==> config.mk <==
export PLATFORM = sky130hd
export DESIGN_NAME = pixel_replicate_upscale_unit_flat
export DESIGN_NICKNAME = d
export VERILOG_FILES = /design/src/sv/pru_pkg.sv /design/src/sv/pru_if.sv /design/src/sv/pru_front.sv /design/src/sv/pru_queue.sv /design/src/sv/pru_back.sv /design/src/sv/pixel_replicate_upscale_unit.sv /design/src/flat_wrapper.sv
export SDC_FILE = /design/constraint.sdc
export NUM_CORES = 1
export LEC_CHECK = 0
export BUFFER_PORTS_ARGS = -buffer_cell sky130_fd_sc_hd__clkbuf_2
export CAP_MARGIN = 0
export CORE_MARGIN = 2
export CORE_UTILIZATION = 45
export DETAILED_ROUTE_END_ITERATION = 8
export MAX_ROUTING_LAYER = met4
export PLACE_DENSITY = 0.64
export SETUP_SLACK_MARGIN = 0.1
export SYNTH_ARGS = -nofsm -noshare
export SYNTH_HDL_FRONTEND = slang
export SYNTH_SLANG_ARGS = --single-unit
==> constraint.sdc <==
create_clock -name clock -period 12.9 [get_ports clock]
set_input_delay 1.29 -clock clock [delete_from_list [all_inputs] [get_ports clock]]
set_output_delay 1.29 -clock clock [all_outputs]
set_load 0.01 [all_outputs]
==> src/sv/pru_pkg.sv <==
// Shared types and constants for the pixel replicate upscaler.
// Used by the channel interfaces and every module of the block.
`timescale 1ns / 1ps
package pru_pkg;

   // Fixed field widths
   localparam int PIXEL_W = 32;
   localparam int INDEX_W = 26;
   localparam int SIZE_W  = 11;
   localparam int SCALE_W = 4;
   localparam int CSR_IDX_W = 2;

   // Largest frame side is 2047 (SIZE_W bits), so a column or row fits in 11 bits
   localparam int BASE_W = 16;  // column * scale or row * scale
   localparam int DWID_W = 15;  // width * x scale

   // Register indexes on the configuration channel
   localparam logic [CSR_IDX_W-1:0] CSR_WIDTH  = 2'd0;
   localparam logic [CSR_IDX_W-1:0] CSR_HEIGHT = 2'd1;
   localparam logic [CSR_IDX_W-1:0] CSR_XSCALE = 2'd2;
   localparam logic [CSR_IDX_W-1:0] CSR_YSCALE = 2'd3;

   // Job queue between front and back (depth is a power of two)
   localparam int Q_DEPTH = 2;
   localparam int Q_PTR_W = 1;
   localparam int Q_CNT_W = 2;

   // One classified pixel waiting to be replicated
   typedef struct packed {
      logic [PIXEL_W-1:0] pixel;
      logic [BASE_W-1:0]  base_x;
      logic [BASE_W-1:0]  base_y;
      logic [DWID_W-1:0]  dest_w;
      logic [SCALE_W-1:0] xs;
      logic [SCALE_W-1:0] ys;
      logic               frame_end;
   } job_type;

   // Queue status seen by front and back
   typedef struct packed {
      logic full;
      logic empty;
   } q_stat_type;

endpackage

==> src/sv/pru_if.sv <==
// Valid/ready channel interfaces of the pixel replicate upscaler.
// Depends on pru_pkg for field widths.
`timescale 1ns / 1ps

// Source pixel channel
interface pru_pixel_if;
   logic                        valid;
   logic                        ready;
   logic [pru_pkg::PIXEL_W-1:0] pixel_word;
   modport source (output valid, output pixel_word, input ready);
   modport sink   (input valid, input pixel_word, output ready);
endinterface

// Destination write channel
interface pru_write_if;
   logic                        valid;
   logic                        ready;
   logic [pru_pkg::INDEX_W-1:0] dest_index;
   logic [pru_pkg::PIXEL_W-1:0] dest_pixel;
   logic                        last_write;
   logic                        frame_done;
   modport source (output valid, output dest_index, output dest_pixel,
                   output last_write, output frame_done, input ready);
   modport sink   (input valid, input dest_index, input dest_pixel,
                   input last_write, input frame_done, output ready);
endinterface

// Register write channel
interface pru_csr_if;
   logic                          valid;
   logic                          ready;
   logic [pru_pkg::CSR_IDX_W-1:0] index;
   logic [pru_pkg::SIZE_W-1:0]    data;
   modport source (output valid, output index, output data, input ready);
   modport sink   (input valid, input index, input data, output ready);
endinterface

==> src/sv/pru_front.sv <==
// Front of the upscaler: registers, source counters and job classification.
// Depends on pru_pkg and the channel interfaces in pru_if.
`timescale 1ns / 1ps
module pru_front #(
   parameter int MAX_WIDTH  = 1024,
   parameter int MAX_HEIGHT = 1024,
   parameter int MAX_SCALE  = 8
) (
   input  logic                 clock,
   input  logic                 reset,
   pru_pixel_if.sink            req_chan,
   pru_csr_if.sink              csr_chan,
   input  pru_pkg::q_stat_type  q_stat,
   output logic                 push,
   output pru_pkg::job_type     push_job
);

   localparam int COL_W = $clog2(MAX_WIDTH);
   localparam int ROW_W = $clog2(MAX_HEIGHT);

   logic [pru_pkg::SIZE_W-1:0]  width_ff, width_in;
   logic [pru_pkg::SIZE_W-1:0]  height_ff, height_in;
   logic [pru_pkg::SCALE_W-1:0] xscale_ff, xscale_in;
   logic [pru_pkg::SCALE_W-1:0] yscale_ff, yscale_in;
   logic [COL_W-1:0]            col_ff, col_in;
   logic [ROW_W-1:0]            row_ff, row_in;

   logic [pru_pkg::SIZE_W-1:0]  w_eff, h_eff;
   logic [pru_pkg::SCALE_W-1:0] xs_eff, ys_eff;
   logic [12:0]                 col_nx, row_nx;
   logic                        row_end, frame_end, accept;

   // Register writes
   assign csr_chan.ready = 1'b1;
   always_comb begin
      width_in  = width_ff;
      height_in = height_ff;
      xscale_in = xscale_ff;
      yscale_in = yscale_ff;
      if (csr_chan.valid) begin
         case (csr_chan.index)
            pru_pkg::CSR_WIDTH:  width_in  = csr_chan.data;
            pru_pkg::CSR_HEIGHT: height_in = csr_chan.data;
            pru_pkg::CSR_XSCALE: xscale_in = csr_chan.data[pru_pkg::SCALE_W-1:0];
            pru_pkg::CSR_YSCALE: yscale_in = csr_chan.data[pru_pkg::SCALE_W-1:0];
            default: ;
         endcase
      end
   end

   // Clamp sizes to 1..max and scales to 0..max
   always_comb begin
      if (width_ff == '0)                  w_eff = pru_pkg::SIZE_W'(1);
      else if (int'(width_ff) > MAX_WIDTH) w_eff = pru_pkg::SIZE_W'(MAX_WIDTH);
      else                                 w_eff = width_ff;
      if (height_ff == '0)                   h_eff = pru_pkg::SIZE_W'(1);
      else if (int'(height_ff) > MAX_HEIGHT) h_eff = pru_pkg::SIZE_W'(MAX_HEIGHT);
      else                                   h_eff = height_ff;
      xs_eff = (int'(xscale_ff) > MAX_SCALE) ? pru_pkg::SCALE_W'(MAX_SCALE) : xscale_ff;
      ys_eff = (int'(yscale_ff) > MAX_SCALE) ? pru_pkg::SCALE_W'(MAX_SCALE) : yscale_ff;
   end

   // Column and row wrap
   assign col_nx    = 13'(col_ff) + 13'd1;
   assign row_nx    = 13'(row_ff) + 13'd1;
   assign row_end   = col_nx >= 13'(w_eff);
   assign frame_end = row_end && (row_nx >= 13'(h_eff));

   assign req_chan.ready = !q_stat.full;
   assign accept         = req_chan.valid && req_chan.ready;

   always_comb begin
      col_in = col_ff;
      row_in = row_ff;
      if (accept) begin
         if (row_end) begin
            col_in = '0;
            row_in = frame_end ? '0 : row_nx[ROW_W-1:0];
         end else begin
            col_in = col_nx[COL_W-1:0];
         end
      end
   end

   // Classify: a zero scale consumes the pixel but queues no job
   assign push = accept && (xs_eff != '0) && (ys_eff != '0);
   always_comb begin
      push_job.pixel     = req_chan.pixel_word;
      push_job.base_x    = pru_pkg::BASE_W'(col_ff) * pru_pkg::BASE_W'(xs_eff);
      push_job.base_y    = pru_pkg::BASE_W'(row_ff) * pru_pkg::BASE_W'(ys_eff);
      push_job.dest_w    = pru_pkg::DWID_W'(w_eff) * pru_pkg::DWID_W'(xs_eff);
      push_job.xs        = xs_eff;
      push_job.ys        = ys_eff;
      push_job.frame_end = frame_end;
   end

   always_ff @(posedge clock) begin
      if (reset) begin
         width_ff  <= pru_pkg::SIZE_W'(1);
         height_ff <= pru_pkg::SIZE_W'(1);
         xscale_ff <= pru_pkg::SCALE_W'(1);
         yscale_ff <= pru_pkg::SCALE_W'(1);
         col_ff    <= '0;
         row_ff    <= '0;
      end else begin
         width_ff  <= width_in;
         height_ff <= height_in;
         xscale_ff <= xscale_in;
         yscale_ff <= yscale_in;
         col_ff    <= col_in;
         row_ff    <= row_in;
      end
   end

endmodule

==> src/sv/pru_queue.sv <==
// Short job queue between the front and the back of the upscaler.
// Depends on pru_pkg for the job type and depth constants.
`timescale 1ns / 1ps
module pru_queue (
   input  logic                clock,
   input  logic                reset,
   input  logic                push,
   input  pru_pkg::job_type    push_job,
   input  logic                pop,
   output pru_pkg::job_type    head,
   output pru_pkg::q_stat_type stat
);

   pru_pkg::job_type             slot_ff [pru_pkg::Q_DEPTH];
   logic [pru_pkg::Q_PTR_W-1:0]  wr_ptr_ff, wr_ptr_in;
   logic [pru_pkg::Q_PTR_W-1:0]  rd_ptr_ff, rd_ptr_in;
   logic [pru_pkg::Q_CNT_W-1:0]  count_ff, count_in;

   assign stat.full  = count_ff == pru_pkg::Q_CNT_W'(pru_pkg::Q_DEPTH);
   assign stat.empty = count_ff == '0;
   assign head       = slot_ff[rd_ptr_ff];

   // Pointers wrap naturally since the depth is a power of two
   always_comb begin
      wr_ptr_in = push ? wr_ptr_ff + 1'b1 : wr_ptr_ff;
      rd_ptr_in = pop  ? rd_ptr_ff + 1'b1 : rd_ptr_ff;
      count_in  = count_ff;
      if (push && !pop)      count_in = count_ff + 1'b1;
      else if (pop && !push) count_in = count_ff - 1'b1;
   end

   always_ff @(posedge clock) begin
      if (reset) begin
         wr_ptr_ff <= '0;
         rd_ptr_ff <= '0;
         count_ff  <= '0;
      end else begin
         wr_ptr_ff <= wr_ptr_in;
         rd_ptr_ff <= rd_ptr_in;
         count_ff  <= count_in;
      end
   end

   // Entry storage, no reset
   always_ff @(posedge clock) begin
      if (push) begin
         slot_ff[wr_ptr_ff] <= push_job;
      end
   end

endmodule

==> src/sv/pru_back.sv <==
// Back of the upscaler: walks the replica block of one job, one write a cycle unless the write channel stalls.
// Depends on pru_pkg and the write channel interface in pru_if.
`timescale 1ns / 1ps
module pru_back (
   input  logic                clock,
   input  logic                reset,
   input  pru_pkg::job_type    head,
   input  pru_pkg::q_stat_type q_stat,
   output logic                pop,
   pru_write_if.source         rsp_chan
);

   localparam logic [1:0] ST_IDLE = 2'd0;
   localparam logic [1:0] ST_MUL  = 2'd1;
   localparam logic [1:0] ST_RUN  = 2'd2;

   logic [1:0]                  state_ff, state_in;
   pru_pkg::job_type            job_ff, job_in;
   logic [pru_pkg::INDEX_W-1:0] line_ff, line_in;
   logic [pru_pkg::SCALE_W-1:0] dx_ff, dx_in, dy_ff, dy_in;

   logic                        rsp_valid_ff, rsp_valid_in;
   logic [pru_pkg::INDEX_W-1:0] rsp_index_ff, rsp_index_in;
   logic [pru_pkg::PIXEL_W-1:0] rsp_pixel_ff, rsp_pixel_in;
   logic                        rsp_last_ff, rsp_last_in;
   logic                        rsp_done_ff, rsp_done_in;

   logic [pru_pkg::BASE_W+pru_pkg::DWID_W-1:0] row_prod;
   logic slot_free, x_end, y_end, emit;

   assign slot_free = !rsp_valid_ff || rsp_chan.ready;
   assign pop       = (state_ff == ST_IDLE) && !q_stat.empty;
   assign emit      = (state_ff == ST_RUN) && slot_free;
   assign x_end     = dx_ff == job_ff.xs - 1'b1;
   assign y_end     = dy_ff == job_ff.ys - 1'b1;

   // Start of the first replica row, taken modulo the index width
   assign row_prod = job_ff.base_y * job_ff.dest_w;

   // Sequencer over the replica rows and columns
   always_comb begin
      state_in = state_ff;
      job_in   = job_ff;
      line_in  = line_ff;
      dx_in    = dx_ff;
      dy_in    = dy_ff;
      case (state_ff)
         ST_IDLE: begin
            if (pop) begin
               job_in   = head;
               state_in = ST_MUL;
            end
         end
         ST_MUL: begin
            line_in  = row_prod[pru_pkg::INDEX_W-1:0]
                       + pru_pkg::INDEX_W'(job_ff.base_x);
            dx_in    = '0;
            dy_in    = '0;
            state_in = ST_RUN;
         end
         ST_RUN: begin
            if (emit) begin
               if (x_end) begin
                  dx_in   = '0;
                  dy_in   = dy_ff + 1'b1;
                  line_in = line_ff + pru_pkg::INDEX_W'(job_ff.dest_w);
                  if (y_end) state_in = ST_IDLE;
               end else begin
                  dx_in = dx_ff + 1'b1;
               end
            end
         end
         default: state_in = ST_IDLE;
      endcase
   end

   // Output register
   always_comb begin
      rsp_valid_in = rsp_valid_ff;
      rsp_index_in = rsp_index_ff;
      rsp_pixel_in = rsp_pixel_ff;
      rsp_last_in  = rsp_last_ff;
      rsp_done_in  = rsp_done_ff;
      if (slot_free) begin
         rsp_valid_in = emit;
         rsp_index_in = line_ff + pru_pkg::INDEX_W'(dx_ff);
         rsp_pixel_in = job_ff.pixel;
         rsp_last_in  = x_end && y_end;
         rsp_done_in  = x_end && y_end && job_ff.frame_end;
      end
   end

   assign rsp_chan.valid      = rsp_valid_ff;
   assign rsp_chan.dest_index = rsp_index_ff;
   assign rsp_chan.dest_pixel = rsp_pixel_ff;
   assign rsp_chan.last_write = rsp_last_ff;
   assign rsp_chan.frame_done = rsp_done_ff;

   always_ff @(posedge clock) begin
      if (reset) begin
         state_ff     <= ST_IDLE;
         rsp_valid_ff <= 1'b0;
      end else begin
         state_ff     <= state_in;
         rsp_valid_ff <= rsp_valid_in;
      end
   end

   always_ff @(posedge clock) begin
      job_ff       <= job_in;
      line_ff      <= line_in;
      dx_ff        <= dx_in;
      dy_ff        <= dy_in;
      rsp_index_ff <= rsp_index_in;
      rsp_pixel_ff <= rsp_pixel_in;
      rsp_last_ff  <= rsp_last_in;
      rsp_done_ff  <= rsp_done_in;
   end

endmodule

==> src/sv/pixel_replicate_upscale_unit.sv <==
// Pixel replicate upscaler: x_scale by y_scale writes per source pixel.
// A pixel passes the job queue, then the back's multiply and run states, with one
// write per cycle unless the write channel stalls; the back pops only when idle.
// A zero scale pixel is consumed at the front and yields nothing.
// Reset (synchronous, high) sets sizes and scales to 1, counters and queue to 0.
`timescale 1ns / 1ps
module pixel_replicate_upscale_unit #(
   parameter int MAX_WIDTH  = 1024,
   parameter int MAX_HEIGHT = 1024,
   parameter int MAX_SCALE  = 8
) (
   input  logic        clock,
   input  logic        reset,
   pru_pixel_if.sink   req_chan,
   pru_write_if.source rsp_chan,
   pru_csr_if.sink     csr_chan
);

   pru_pkg::q_stat_type q_stat;
   pru_pkg::job_type    push_job, head;
   logic                push, pop;

   pru_front #(
      .MAX_WIDTH  (MAX_WIDTH),
      .MAX_HEIGHT (MAX_HEIGHT),
      .MAX_SCALE  (MAX_SCALE)
   ) u_front (
      .clock    (clock),
      .reset    (reset),
      .req_chan (req_chan),
      .csr_chan (csr_chan),
      .q_stat   (q_stat),
      .push     (push),
      .push_job (push_job)
   );

   pru_queue u_queue (
      .clock    (clock),
      .reset    (reset),
      .push     (push),
      .push_job (push_job),
      .pop      (pop),
      .head     (head),
      .stat     (q_stat)
   );

   pru_back u_back (
      .clock    (clock),
      .reset    (reset),
      .head     (head),
      .q_stat   (q_stat),
      .pop      (pop),
      .rsp_chan (rsp_chan)
   );

`ifndef SYNTHESIS
   // The queue is never written when full unless also read, nor read when empty
   a_no_overflow: assert property (@(posedge clock) disable iff (reset)
      push |-> !q_stat.full || pop)
      else $error("job queue overflow");
   a_no_underflow: assert property (@(posedge clock) disable iff (reset)
      pop |-> !q_stat.empty)
      else $error("job queue underflow");
   // End of frame only on the last write of a pixel
   a_done_last: assert property (@(posedge clock) disable iff (reset)
      rsp_chan.valid && rsp_chan.frame_done |-> rsp_chan.last_write)
      else $error("frame_done without last_write");
`endif

endmodule
==> src/flat_wrapper.sv <==
// flat-port wrapper written by rule: the top's interface ports become plain ports
module pixel_replicate_upscale_unit_flat 
#(
   parameter int MAX_WIDTH  = 1024,
   parameter int MAX_HEIGHT = 1024,
   parameter int MAX_SCALE  = 8
)
  (clock, reset, req_chan_valid, req_chan_pixel_word, req_chan_ready, rsp_chan_valid, rsp_chan_dest_index, rsp_chan_dest_pixel, rsp_chan_last_write, rsp_chan_frame_done, rsp_chan_ready, csr_chan_valid, csr_chan_index, csr_chan_data, csr_chan_ready);
  pru_pixel_if req_chan_i ();
  pru_write_if rsp_chan_i ();
  pru_csr_if csr_chan_i ();
  input  logic clock;
  input  logic reset;
  input wire logic [$bits(req_chan_i.valid)-1:0] req_chan_valid;
  input wire logic [$bits(req_chan_i.pixel_word)-1:0] req_chan_pixel_word;
  output wire logic [$bits(req_chan_i.ready)-1:0] req_chan_ready;
  output wire logic [$bits(rsp_chan_i.valid)-1:0] rsp_chan_valid;
  output wire logic [$bits(rsp_chan_i.dest_index)-1:0] rsp_chan_dest_index;
  output wire logic [$bits(rsp_chan_i.dest_pixel)-1:0] rsp_chan_dest_pixel;
  output wire logic [$bits(rsp_chan_i.last_write)-1:0] rsp_chan_last_write;
  output wire logic [$bits(rsp_chan_i.frame_done)-1:0] rsp_chan_frame_done;
  input wire logic [$bits(rsp_chan_i.ready)-1:0] rsp_chan_ready;
  input wire logic [$bits(csr_chan_i.valid)-1:0] csr_chan_valid;
  input wire logic [$bits(csr_chan_i.index)-1:0] csr_chan_index;
  input wire logic [$bits(csr_chan_i.data)-1:0] csr_chan_data;
  output wire logic [$bits(csr_chan_i.ready)-1:0] csr_chan_ready;
  assign req_chan_i.valid = req_chan_valid;
  assign req_chan_i.pixel_word = req_chan_pixel_word;
  assign req_chan_ready = req_chan_i.ready;
  assign rsp_chan_valid = rsp_chan_i.valid;
  assign rsp_chan_dest_index = rsp_chan_i.dest_index;
  assign rsp_chan_dest_pixel = rsp_chan_i.dest_pixel;
  assign rsp_chan_last_write = rsp_chan_i.last_write;
  assign rsp_chan_frame_done = rsp_chan_i.frame_done;
  assign rsp_chan_i.ready = rsp_chan_ready;
  assign csr_chan_i.valid = csr_chan_valid;
  assign csr_chan_i.index = csr_chan_index;
  assign csr_chan_i.data = csr_chan_data;
  assign csr_chan_ready = csr_chan_i.ready;
  pixel_replicate_upscale_unit #(.MAX_WIDTH(MAX_WIDTH), .MAX_HEIGHT(MAX_HEIGHT), .MAX_SCALE(MAX_SCALE)) u_core (.clock(clock), .reset(reset), .req_chan(req_chan_i), .rsp_chan(rsp_chan_i), .csr_chan(csr_chan_i));
endmodule
==> impl_metrics.toml, run 1 <==
[run_status]
status = "completed"

[logic_synthesis]
synthArstFlopShare_pct = 0
syn_area_sq_um = 26900
synthAdderAreaFrac_pct = 24.9
synthXorXnorAreaFrac_pct = 4.53
synth_top_family_by_area = "adder cells"
synth_compound_area_share_pct = 5.40
synthFlopType = "edfxtp_1"
synthMuxAreaShare_pct = 4.23
ys_types = 67
synthSimpleGateAreaFrac_pct = 12.5
seq_area_frac_synth_pct = 42.9
ys_top_cells_by_area = "edfxtp_1 39%, fa_1 16%, ha_1 8.7%, dfxtp_1 4.2%, inv_1 4.2%"
synth-seq-cells = 403
synth_top_area_share_pct = 38.7
yosys_warnings = 0
synth_edf_count = 346
synth_largest_area_cell = "edfxtp_1"
synthCells = 2369
avgSynthCellArea_sq_um = 11.3
syn_nets = 2823

[critical_path]
crit-reg2reg-launch = "u_core.u_back.job_ff[27]"
reg2reg_depth = 20
timing.rr.end = "u_core.u_back.line_ff[25]"
worstSetupPathType = "flop to flop"
r2r_slack_ns = 6.32
crit_required_ns = 13.22
path_depth = 20
cp_max_fo = 15
critPathMaxStageDelay_ns = 0.61
path_cells = "and2_1 > fa_1 > inv_1 > fa_1 > inv_1 > fa_1 > fa_1 > fa_1 > inv_1 > fa_1 > inv_1 > ha_1 > a21oi_1 > o21ai_1 > a221oi_1 > a21oi_1 > a31o_2 > a41oi_1 > and3_1 > a211oi_1"
cp.arrival_ns = 6.90
slowest_stage = "edfxtp_1"
cp_top_family = "adder cells"
critPathBufInv = 4
cp_common_cell = "fa_1"
crit_path_start_kind = "flop"
worst_setup_path_end_kind = "flop"

[global_routing]
grt_pass1_vias = 17577
antenna_found_initial = 1
grt_first_pass_wirelength_mm = 92.6
grt_overflow = 0
grt_max_degree = 67
grt_use_total_pct = 19.6

[timing]
maxSlewViolCount = 0
period_share_pct = 51.0
finalCriticalPeriod_ns = 6.58
tightest_slew_ns = 1.08
fmax_ghz = 0.152
setup_tns_ns = 0
clock_skew_ns = 0.0185
slew_headroom_pct = 27.9
rsz0062_at_grt = "false"
hold_viol = 0
setup_viol = 0

[detailed_routing]
vias = 16787
drtIter0Drc = 826
finalWirelength_mm = 56.9
via_per_inst = 5.17
firstDrtPassIters = 5
wl_per_cell_um = 17.5
remaining_drc_errors = 0
postRouteAntennaNets = 0

[hold_path]
min_to = "u_core.u_back.rsp_chan.dest_pixel[0]"
worstHoldStart = "u_core.u_back.job_ff[56]"
min_path_type = "flop to flop"
whs_path_depth = 0

[finish]
layout-drive-gt1-share_pct = 11.5
layout.nets = 2899
nFillCells = 5304
multiInputGateArea_sq_um = 13900
area_growth_pct = 10.1
regArea_sq_um = 11500

[clocking]
cts_buffers = 42
path_clk_slew_ns = 0.07
root_buffer = "clkbuf_16"
cts_setup_buffers = 0
insertion_delay_ns = 0.58
ctsLongestPathBuffers = 3
clock_sinks = 403
htreeDepth = 2
cts_resized = 0
cts_hold_buf = 0
cts_tree = "done"

[floorplan]
ioPinCount = 113
die_w_um = 248
dieArea_sq_um = 61700
core_sq_um = 59000
initial_core_util_pct = 45.5
rows = 89
die_h_um = 248

[placed_design]
gp_congestion = 0.867
dp_hpwl_mm = 43.7
portBuffers = 111

[job]
maxCapViolCount = 0
-- registers in the layout, summed over array words and instances, names as in the netlist, 2 cells and up --
name / cells
u_core.u_front.col_ff: 10
u_core.u_back.state_ff: 2
u_core.u_back.job_ff: 84
u_core.u_back.line_ff: 26
u_core.u_back.rsp_chan.dest_pixel: 32
u_core.u_back.rsp_chan.dest_index: 26
u_core.u_front.row_ff: 10
u_core.u_front.xscale_ff: 4
u_core.u_queue.count_ff: 2
u_core.u_front.width_ff: 11
u_core.u_back.dx_ff: 4
u_core.u_front.height_ff: 11
u_core.u_front.yscale_ff: 4
u_core.u_queue.slot_ff: 168
u_core.u_back.dy_ff: 4
-- cells by family (layout without fill, tap and decap cells) --
logic type / after synthesis / after routing
other cells: 1 / 2
mux: 103 / 103
flops: 403 / 403
compound gates: 229 / 229
buf+inv: 396 / 502
xor+xnor: 139 / 139
simple gates: 694 / 694
fa+ha+maj: 404 / 404
-- stage by stage --
stage | hold slack [ns] | worst slack, ns | area (sq um) | util (%) | std cells
after global placement | 0.401 | 6.43 | 28100 | 47.7 | 3174
after global routing | 0.419 | 5.96 | 29600 | 50.1 | 3249
after floorplan | 0.400 | 2.75 | 26900 | - | 2369
after detailed placement | 0.405 | 6.34 | 28100 | 47.7 | 3174
final | 0.412 | 6.32 | 29600 | 50.1 | 3249
after CTS | 0.414 | 6.33 | 29600 | 50.1 | 3248
-- layer usage --
layer | vias to the layer above | GRT usage, % | wire [um]
li1 | 8056 | - | -
met4 | 0 | 5.43 | 1260
met1 | 8375 | 25.6 | 25800
met5 | - | - | 0
met3 | 83 | 2.87 | 2070
met2 | 273 | 31.9 | 27700
-- synth_stat cells (all sizes together), types with 5 or more instances --
cell type  count
nor3          21
nor4           9
or3           13
a21oi         89
dfxtp         57
o211ai         9
nand4          7
buf           15
nor2b         28
a41oi          6
xnor2         88
and3          18
or2            5
mux2i         19
nor2          94
a211oi         7
ha           187
nand2        291
nand3b        10
fa           217
inv          304
xor2          51
nand2b        16
nand3         33
clkbuf        73
o21ai         45
o21a           6
and2         137
a21o          25
edfxtp       346
mux2          84
-- how the worst max path moves through the flow --
stage	slack (ns)	start	to
floorplan	2.75	req_chan_valid	u_core.u_queue.slot_ff[0][0]
global placement	6.43	u_core.u_back.job_ff[31]	u_core.u_back.line_ff[24]
detailed placement	6.34	u_core.u_back.job_ff[33]	u_core.u_back.line_ff[25]
CTS	6.33	u_core.u_back.job_ff[14]	u_core.u_back.line_ff[25]
global route	5.96	u_core.u_back.job_ff[27]	u_core.u_back.line_ff[25]
finish	6.32	u_core.u_back.job_ff[27]	u_core.u_back.line_ff[25]
-- final cells by class --
class	count	area share (%)
Multi-Input combinational cell	1570	46.9
Sequential cell	403	39.0
Inverter	308	3.91
Clock buffer	48	3.70
Tap cell	773	3.27
Timing Repair Buffer	120	2.11
Clock inverter	26	1.15
Antenna cell	1	0.00846
-- cell usage in the layout, fill, tap and decap left out, types with 9 or more instances in the layout --
| cell type | instances |
|---|---|
| edfxtp_1 | 346 |
| inv_1 | 302 |
| nand2_1 | 291 |
| fa_1 | 217 |
| ha_1 | 187 |
| and2_1 | 134 |
| clkbuf_2 | 111 |
| nor2_1 | 94 |
| a21oi_1 | 89 |
| xnor2_1 | 88 |
| mux2_2 | 84 |
| dfxtp_1 | 56 |
| xor2_1 | 51 |
| clkbuf_16 | 43 |
| nand3_1 | 33 |
| nor2b_1 | 27 |
| a21o_1 | 25 |
| o21ai_1 | 23 |
| o21ai_0 | 21 |
| nor3_1 | 21 |
| mux2i_1 | 19 |
| and3_1 | 17 |
| nand2b_1 | 15 |
| or3_1 | 13 |
| clkinv_1 | 12 |
| nand3b_1 | 10 |
| o211ai_1 | 9 |
| buf_4 | 9 |
Power of run 1 is not shown: default switching activity piles up to over one toggle a cycle in this logic, so the estimate is an artifact.
==> run 2: changes to the inputs <==
Settings changed: ABC_AREA from default to 1, PLACE_DENSITY 0.64 to 0.66.
Clock period 12.9 ns to 5.7 ns, I/O delays scaled along.
==> run 2 against run 1 <==
Compared with the run above:
- sequential cell count unchanged
- register-to-register slack worse by 6.0 ns
- first-iteration DRC count rose by 59%
- design area is 8.9% higher
- wire length rose by 12%
- critical path depth rose by 1
- setup slack got worse by 6.0 ns
- count of clock-buffer cells in the layout is 4 higher
- final cell count is 30% higher
- critical endpoint is now u_core.u_back.line_ff[14]
==> impl_metrics.toml, run 2 <==
[floorplan]
dieArea_sq_um = 65400
rows = 92
core_sq_um = 62900
ioPinCount = 113
die_h_um = 256
die_w_um = 256
initial_core_util_pct = 45.3

[logic_synthesis]
ys_types = 52
avgSynthCellArea_sq_um = 8.93
synthArstFlopShare_pct = 0
ys_top_cells_by_area = "edfxtp_1 36%, fa_1 15%, nand2_1 13%, ha_1 8.2%, inv_1 7.8%"
synth_common_cells = "983 x nand2_1, 594 x inv_1, 346 x edfxtp_1"
synthFlopType = "edfxtp_1"
syn_nets = 3645
yosys_warnings = 0
yosysMostFrequentCell = "nand2_1"
synth_largest_area_cell = "edfxtp_1"
synth-seq-cells = 403
synth_top_area_share_pct = 36.5
seq_area_frac_synth_pct = 40.5
synth_edf_count = 346
synthCells = 3191
syn_area_sq_um = 28500

[clocking]
cts_hold_buf = 0
cts_buffers = 42
ctsLongestPathBuffers = 3
root_buffer = "clkbuf_16"
insertion_delay_ns = 0.58
htreeDepth = 2
path_clk_slew_ns = 0.06
clock_sinks = 403
cts_tree = "done"

[detailed_routing]
firstDrtPassIters = 6
postRouteAntennaNets = 0
drtIter0Drc = 1314
finalWirelength_mm = 63.4
remaining_drc_errors = 0
via_per_inst = 4.84
wl_per_cell_um = 15.0
vias = 20449

[job]
maxCapViolCount = 0

[finish]
layout-drive-gt1-share_pct = 11.6
regMostFlops = "u_core.u_queue.slot_ff"
layout.nets = 3798
area_growth_pct = 13.1
antenna_cells = 0
final_core_util_pct = 51.3
mostFrequentLayoutCell = "nand2_1"
nFillCells = 5819
largest_register_ffs = 168
design_area_sq_um = 32200
final_cell_mix = "960 x nand2_1, 587 x inv_1, 346 x edfxtp_1"

[global_routing]
grt_overflow = 0
grt_use_total_pct = 20.2
grt_max_degree = 85
grt_first_pass_wirelength_mm = 105
antenna_found_initial = 0
grt_pass1_vias = 20144

[critical_path]
crit_required_ns = 6.02
cp_max_fo = 5
cp.arrival_ns = 5.74
worst_setup_path_end_kind = "flop"
crit_path_start_kind = "flop"
worstSetupPathType = "flop to flop"
reg2reg_depth = 21

[timing]
fmax_ghz = 0.185
setup_viol = 0
tightest_slew_ns = 0.972
setup_tns_ns = 0
finalCriticalPeriod_ns = 5.42
maxSlewViolCount = 0
slew_headroom_pct = 35.2
hold_viol = 0
period_share_pct = 95.0
rsz0062_at_grt = "true"
clock_skew_ns = 0.0144

[placed_design]
gp_congestion = 0.921
portBuffers = 111
dp_hpwl_mm = 48.2
placedInstanceArea_sq_um = 30200

[run_status]
status = "completed"

[hold_path]
min_path_type = "input port to flop"
whs_path_depth = 1
-- run 2: cell types whose count changed after synthesis, moves of 24 or more --
cell / previous run / this run
nand2_1: 291 / 983
inv_1: 303 / 594
and2_1: 136 / 2
nor2_1: 94 / 185
nand3_1: 33 / 123
mux2_2: 84 / 0
xnor2_1: 88 / 25
o21ai_0: 21 / 65
nor2b_1: 28 / 0
a21oi_1: 89 / 113
nand4_1: 7 / 31
-- run 2: metrics by stage --
stage	hold slack [ns]	instances	worst slack, ns
floorplan	0.400	3191	0.188
global placement	0.401	4122	0.104
detailed placement	0.405	4122	0.0140
CTS	0.148	4206	0.0977
global route	0.158	4222	0.0575
finish	0.179	4222	0.285
-- run 2: repair_timing --
| action | 4_1_cts | 5_1_grt |
|---|---|---|
| pin swaps | 0 | 48 |
| resized for setup | 4 | 98 |
| setup endpoints to repair | 6 | 16 |
| buffers inserted | 8 | 16 |
-- run 2: cell type report --
cell class / instances / area, sq um / area share [%]
multi-input combinational: 2100 / 14800 / 45.9
sequential: 403 / 11500 / 35.8
inverter: 606 / 2280 / 7.07
timing repair buffer: 191 / 1180 / 3.65
clock buffer: 52 / 1110 / 3.44
tap: 846 / 1060 / 3.28
clock inverter: 24 / 284 / 0.881
-- run 2: cell families (layout without fill, tap and decap cells) --
logic type	Yosys count	count (layout)	share of synthesized area, %
fa+ha+maj	404	404	23.5
simple gates	1393	1393	20.2
xor+xnor	85	85	2.61
other cells	1	1	0.0132
buf+inv	688	873	9.16
compound gates	217	217	4.11
flops	403	403	40.5
-- run 2: layer usage --
metal,share of wire (%),GRT usage (%),vias up,wire length [um]
met5,0,-,-,0
met3,5.2,2.78,126,3280
met1,46,27.4,9528,29200
li1,-,-,10303,-
met4,3.4,6.55,0,2130
met2,45,31.6,492,28800
-- run 2: final timing paths --
path | from | endpoint | slack [ns]
max | u_core.u_back.job_ff[32] | u_core.u_back.line_ff[14] | 0.28
min | req_chan_pixel_word[11] | u_core.u_queue.slot_ff[0][63] | 0.18
min reg2reg | u_core.u_back.job_ff[62] | u_core.u_back.rsp_chan.dest_pixel[6] | 0.41
max reg2reg | u_core.u_back.job_ff[32] | u_core.u_back.line_ff[14] | 0.28
-- run 2: critical path, cell delays in order, from the launching register on --
cell and delay (ns):
edfxtp_1 0.48, buf_6 0.18, nand2_1 0.05, inv_1 0.05, fa_1 0.51, inv_1 0.06
fa_1 0.55, inv_1 0.05, fa_1 0.48, fa_1 0.50, fa_1 0.54, inv_1 0.05
fa_1 0.53, inv_1 0.06, ha_4 0.25, a21oi_4 0.14, nor2_1 0.07, nor2_2 0.13
nand2_1 0.08, or2_1 0.21, nand3_1 0.11, nand2_1 0.08
Power of run 2 is left out for the same reason.
